$ cat config.mk
export PLATFORM = sky130hd
export DESIGN_NAME = bjec_ctrl
export DESIGN_NICKNAME = d
export VERILOG_FILES = /design/src/rtl/core/bjec_pkg.sv /design/src/rtl/core/bjec_ctrl.sv
export SDC_FILE = /design/constraint.sdc
export NUM_CORES = 1
export LEC_CHECK = 0
export BUFFER_PORTS_ARGS = -buffer_cell sky130_fd_sc_hd__buf_2
export CAP_MARGIN = 30
export CORE_AREA = 10 10 47 49
export CTS_CLUSTER_DIAMETER = 80
export DETAILED_ROUTE_END_ITERATION = 6
export DIE_AREA = 0 0 57 59
export PLACE_DENSITY = 0.61
export SETUP_SLACK_MARGIN = 0.4
export SLEW_MARGIN = 15
export SYNTH_ARGS = -nofsm -noshare
export SYNTH_HDL_FRONTEND = slang
export SYNTH_SLANG_ARGS = --single-unit
$ cat constraint.sdc
create_clock -name clk_i -period 3.33 [get_ports clk_i]
set_input_delay 0.333 -clock clk_i [delete_from_list [all_inputs] [get_ports clk_i]]
set_output_delay 0.333 -clock clk_i [all_outputs]
set_load 0.005 [all_outputs]
$ cat src/rtl/core/bjec_pkg.sv
// shared types and constants for the block jump exit counter
package bjec_pkg;

  // field widths of the stream items and the length register
  localparam int unsigned POS_W  = 10;
  localparam int unsigned JUMP_W = 11;
  localparam int unsigned LEN_W  = 11;
  localparam int unsigned CNT_W  = 11;

  // action codes carried in tuser
  localparam logic ACT_WRITE = 1'b0;
  localparam logic ACT_QUERY = 1'b1;

  // fraction bits of the block-size reciprocal used to find a block start
  localparam int unsigned RECIP_SH = 20;

  // commands from the controller to the datapath
  typedef struct packed {
    logic load_in;       // capture the accepted transaction
    logic jump_wr;       // store the new jump length
    logic base_en;       // register the block start
    logic last_en;       // register the last rebuilt position, load the index
    logic jump_rd;       // read the jump length at the index
    logic jump_rd_next;  // read the jump length at index minus one instead
    logic exit_rd_nt;    // read the exit entry at the jump landing
    logic exit_wr;       // write the exit entry at the index
    logic i_dec;         // step the index down
    logic walk_init;     // start a query walk at the start position
    logic walk_step;     // take one block exit
    logic out_load;      // move the count into the output register
  } bjec_cmd_t;

  // status from the datapath to the controller
  typedef struct packed {
    logic pos_oob;     // write position outside the table
    logic blk_skip;    // block lies fully beyond the length
    logic i_at_start;  // index reached the block start
    logic q_skip;      // query starts at or beyond the length
    logic walk_stop;   // exit target does not advance
    logic walk_exit;   // exit target reaches or passes the length
    logic out_busy;    // output register still holds an untaken result
  } bjec_status_t;

endpackage

$ cat src/rtl/core/bjec_ctrl.sv
// controller state machine sequencing writes, block rebuilds and query walks
module bjec_ctrl
  import bjec_pkg::*;
(
  input  logic         clk_i,
  input  logic         rst_ni,
  input  logic         in_valid_i,
  input  logic         in_action_i,
  output logic         in_ready_o,
  input  bjec_status_t st_i,
  output bjec_cmd_t    cmd_o
);

  localparam logic [3:0] S_IDLE    = 4'd0;
  localparam logic [3:0] S_W_WRITE = 4'd1;
  localparam logic [3:0] S_W_BASE  = 4'd2;
  localparam logic [3:0] S_W_LAST  = 4'd3;
  localparam logic [3:0] S_R_PRIME = 4'd4;
  localparam logic [3:0] S_R_A     = 4'd5;
  localparam logic [3:0] S_R_B     = 4'd6;
  localparam logic [3:0] S_Q_START = 4'd7;
  localparam logic [3:0] S_Q_WALK  = 4'd8;
  localparam logic [3:0] S_Q_DONE  = 4'd9;

  logic [3:0] state_q, state_d;

  always_ff @(posedge clk_i or negedge rst_ni) begin
    if (!rst_ni) begin
      state_q <= S_IDLE;
    end else begin
      state_q <= state_d;
    end
  end

  assign in_ready_o = (state_q == S_IDLE);

  always_comb begin
    state_d = state_q;
    cmd_o   = '0;
    case (state_q)
      S_IDLE: begin
        if (in_valid_i) begin
          cmd_o.load_in = 1'b1;
          state_d = (in_action_i == ACT_QUERY) ? S_Q_START : S_W_WRITE;
        end
      end
      S_W_WRITE: begin
        cmd_o.jump_wr = 1'b1;
        state_d = st_i.pos_oob ? S_IDLE : S_W_BASE;
      end
      S_W_BASE: begin
        cmd_o.base_en = 1'b1;
        state_d = S_W_LAST;
      end
      S_W_LAST: begin
        if (st_i.blk_skip) begin
          state_d = S_IDLE;
        end else begin
          cmd_o.last_en = 1'b1;
          state_d = S_R_PRIME;
        end
      end
      S_R_PRIME: begin
        cmd_o.jump_rd = 1'b1;
        state_d = S_R_A;
      end
      S_R_A: begin
        // landing computed, its exit entry fetched, next jump prefetched
        cmd_o.exit_rd_nt   = 1'b1;
        cmd_o.jump_rd      = 1'b1;
        cmd_o.jump_rd_next = 1'b1;
        state_d = S_R_B;
      end
      S_R_B: begin
        cmd_o.exit_wr = 1'b1;
        if (st_i.i_at_start) begin
          state_d = S_IDLE;
        end else begin
          cmd_o.i_dec = 1'b1;
          state_d = S_R_A;
        end
      end
      S_Q_START: begin
        cmd_o.walk_init = 1'b1;
        state_d = st_i.q_skip ? S_Q_DONE : S_Q_WALK;
      end
      S_Q_WALK: begin
        if (st_i.walk_stop) begin
          state_d = S_Q_DONE;
        end else begin
          cmd_o.walk_step = 1'b1;
          if (st_i.walk_exit) begin
            state_d = S_Q_DONE;
          end
        end
      end
      S_Q_DONE: begin
        if (!st_i.out_busy) begin
          cmd_o.out_load = 1'b1;
          state_d = S_IDLE;
        end
      end
      default: begin
        state_d = S_IDLE;
      end
    endcase
  end

endmodule

==> impl_results.md <==
* Mapped Area at 389 um^2
* Worst hold margin at 373 ps
* Seq cells post-synth at 4
* VDD IR-drop max at roughly 0.46 mV
* Fmax at 0.567 GHz
* Sequential-to-total area share from yosys stat at 0.257
* Finished Cell Area at roughly 520 um^2
* Buffers on Ports at 23
* CTS Buf Count at 3
* Gate Count Post-Synth at 52
* Max cap viols at 0
* Layout Nets at 87
* Die area at 0.00336 mm^2
* Site Rows at 14
* Ant diodes at 0
* Fin crit share at 0.530
* Layout cells sized above 1 at 0.392
* Routed wire per std cell at 13.8 um
* Total Power at 0.449 mW
* Global Route Usage Sum at 0.0685
* Most common cell after layout, fill and taps aside: buf_2
* Drt pass-1 iters at 4
* Fin crit period at 1770 ps
* Largest net degree at the start of global routing at 16
* Status: finished clean
* Crit Path Category: reg2out
* Min-delay worst type: in2reg
* Vias in the first global route at 434
* PD cells at 863 mW/mm^2
* Root Driver: clkbuf_4
* Final Non-Filler Cells at 90
* Area delta synth->final at 33.8%
* Dpl cells at 86
* Final GP Congestion at ~0.8
* Final Setup Violations at 0
* Largest regs: state_q x4
* Endpoints failing hold at 0
* Synth cell types at 23
* Core area at ~0.0014 mm^2
* RSZ-0062 raised after global routing: no
* Reg clk slew, reported paths at around 40 ps
* DP Area at just under 500 um^2
* Worst skew pair latency at between 200 and 250 ps
* IO Count at 24
* Fillers at around 160
* Die Height at approximately 60 um
* Initial Util at 0.278
* Vias per std cell at around 5.0
* Pleak at around 0.25 nW
* Worst slew pin tran at 436 ps
* Setup_tns at 0 ps
* Die width at 57 um
* Pins Over Slew Limit at 0
* Clock Skew at slightly above 0.3 ps
* CTS H-tree depth at 1
* DRT iter0 DRCs at 9
* Synthesized net count at 63
* CTS tree: yes
* Worst EP arrival at approximately 1400 ps
* Mean post-synth cell area at 7.48 um^2
* Detail Route Antenna Nets at 0
* DRC Markers at 0
* Most frequent cells in the layout: buf_2, nor2_1, nor3_1, a21oi_1, dfrtp_1
* DP HPWL at between 900 and 1000 um
* CTS sink count at 4
* Max FFs per register at 4
* Total grt overflow at 0
* Total routed wirelength at 1240 um
* Crit start category: flip-flop
* Worst setup EP type: output port
* Worst slew margin at 0.706
* Data required time of the critical path at approximately 3000 ps
* Setup bufs post-CTS at 0
* Antenna violations before repair at 0
* Via count at roughly 450
* Crit-path max FO at 14
* Largest reg by FF count: state_q
* First-pass GRT wire length at 1860 um
* Synth warn at 0
* Clock buffer depth at 2
worst paths after layout:
kind                                 start    endpoint  slack (ps)  depth (start not counted)
worst min-delay path               st_i[0]  state_q[0]         370                          3
worst max register to register  state_q[0]  state_q[2]        1900                          3
min in group asynchronous           rst_ni  state_q[3]         440                          2
worst min register to register  state_q[3]  state_q[2]         730                          1
worst max-delay path            state_q[0]    cmd_o[8]        1560                          3
max in group asynchronous           rst_ni  state_q[1]        2770                          2
cells by family after synthesis:
group / Yosys count / synth area share
and+or+nand+nor: 28 / 0.373
AOI/OAI and AO/OA: 13 / 0.257
buffers and inverters: 7 / 0.113
DFF: 4 / 0.257
stage by stage:
step | setup slack [ps] | util
after detailed placement | 1800 | 0.348
after floorplan | 1940 | -
after global placement | 1830 | 0.348
after CTS | 1550 | 0.371
after global routing | 1380 | 0.371
final | 1560 | 0.371
power breakdown:
group	internal, mW	switching [mW]
sequential	0.0711	0.0848
combinational	0.120	0.114
clock	0.0403	0.0193
repair_timing:
item,4_1_cts,5_1_grt
gates resized for setup,0,0
hold endpoints to repair,4,0
hold buffers,1,0
area by class of cell:
| type | count | area [um^2] | area share |
|---|---|---|---|
| clock buffers | 3 | 22.5 | 0.0433 |
| well taps | 16 | 20.0 | 0.0385 |
| flip-flops and latches | 4 | 100 | 0.192 |
| inverters | 2 | 7.51 | 0.0144 |
| multi-input cells | 41 | 245 | 0.471 |
| repair buffers | 24 | 125 | 0.240 |
routing by layer:
layer / wire (um) / GRT usage / up-vias
met5: 0 / 0 / -
met4: 0 / 0.0403 / 0
met3: 102 / 0.0300 / 0
met2: 635 / 0.112 / 12
met1: 500 / 0.0720 / 200
li1: - / - / 235
Yosys cell counts:
cell / number / area (um^2)
nor2_1: 8 / 30.0
nor3_1: 7 / 35.0
a21oi_1: 5 / 25.0
dfrtp_1: 4 / 100
nand2_1: 3 / 11.3
nand2b_1: 3 / 18.8
nor4_1: 3 / 18.8
buf_2: 2 / 10.0
buf_4: 2 / 15.0
inv_1: 2 / 7.51
a211oi_2: 1 / 12.5
a2bb2oi_1: 1 / 8.76
a31oi_1: 1 / 6.26
and2_1: 1 / 6.26
buf_6: 1 / 11.3
nor2b_1: 1 / 6.26
nor4_2: 1 / 12.5
o21ai_1: 1 / 5.00
o31ai_1: 1 / 7.51
o32a_1: 1 / 10.0
o32ai_1: 1 / 8.76
o41ai_2: 1 / 16.3
or3_1: 1 / 6.26
worst max-delay path, stage by stage, from the launching register on:
cell and delay (ps):
dfrtp_1 600, nand2_1 190, nor4_1 240, buf_2 170
(Power assumes the default switching activity.)
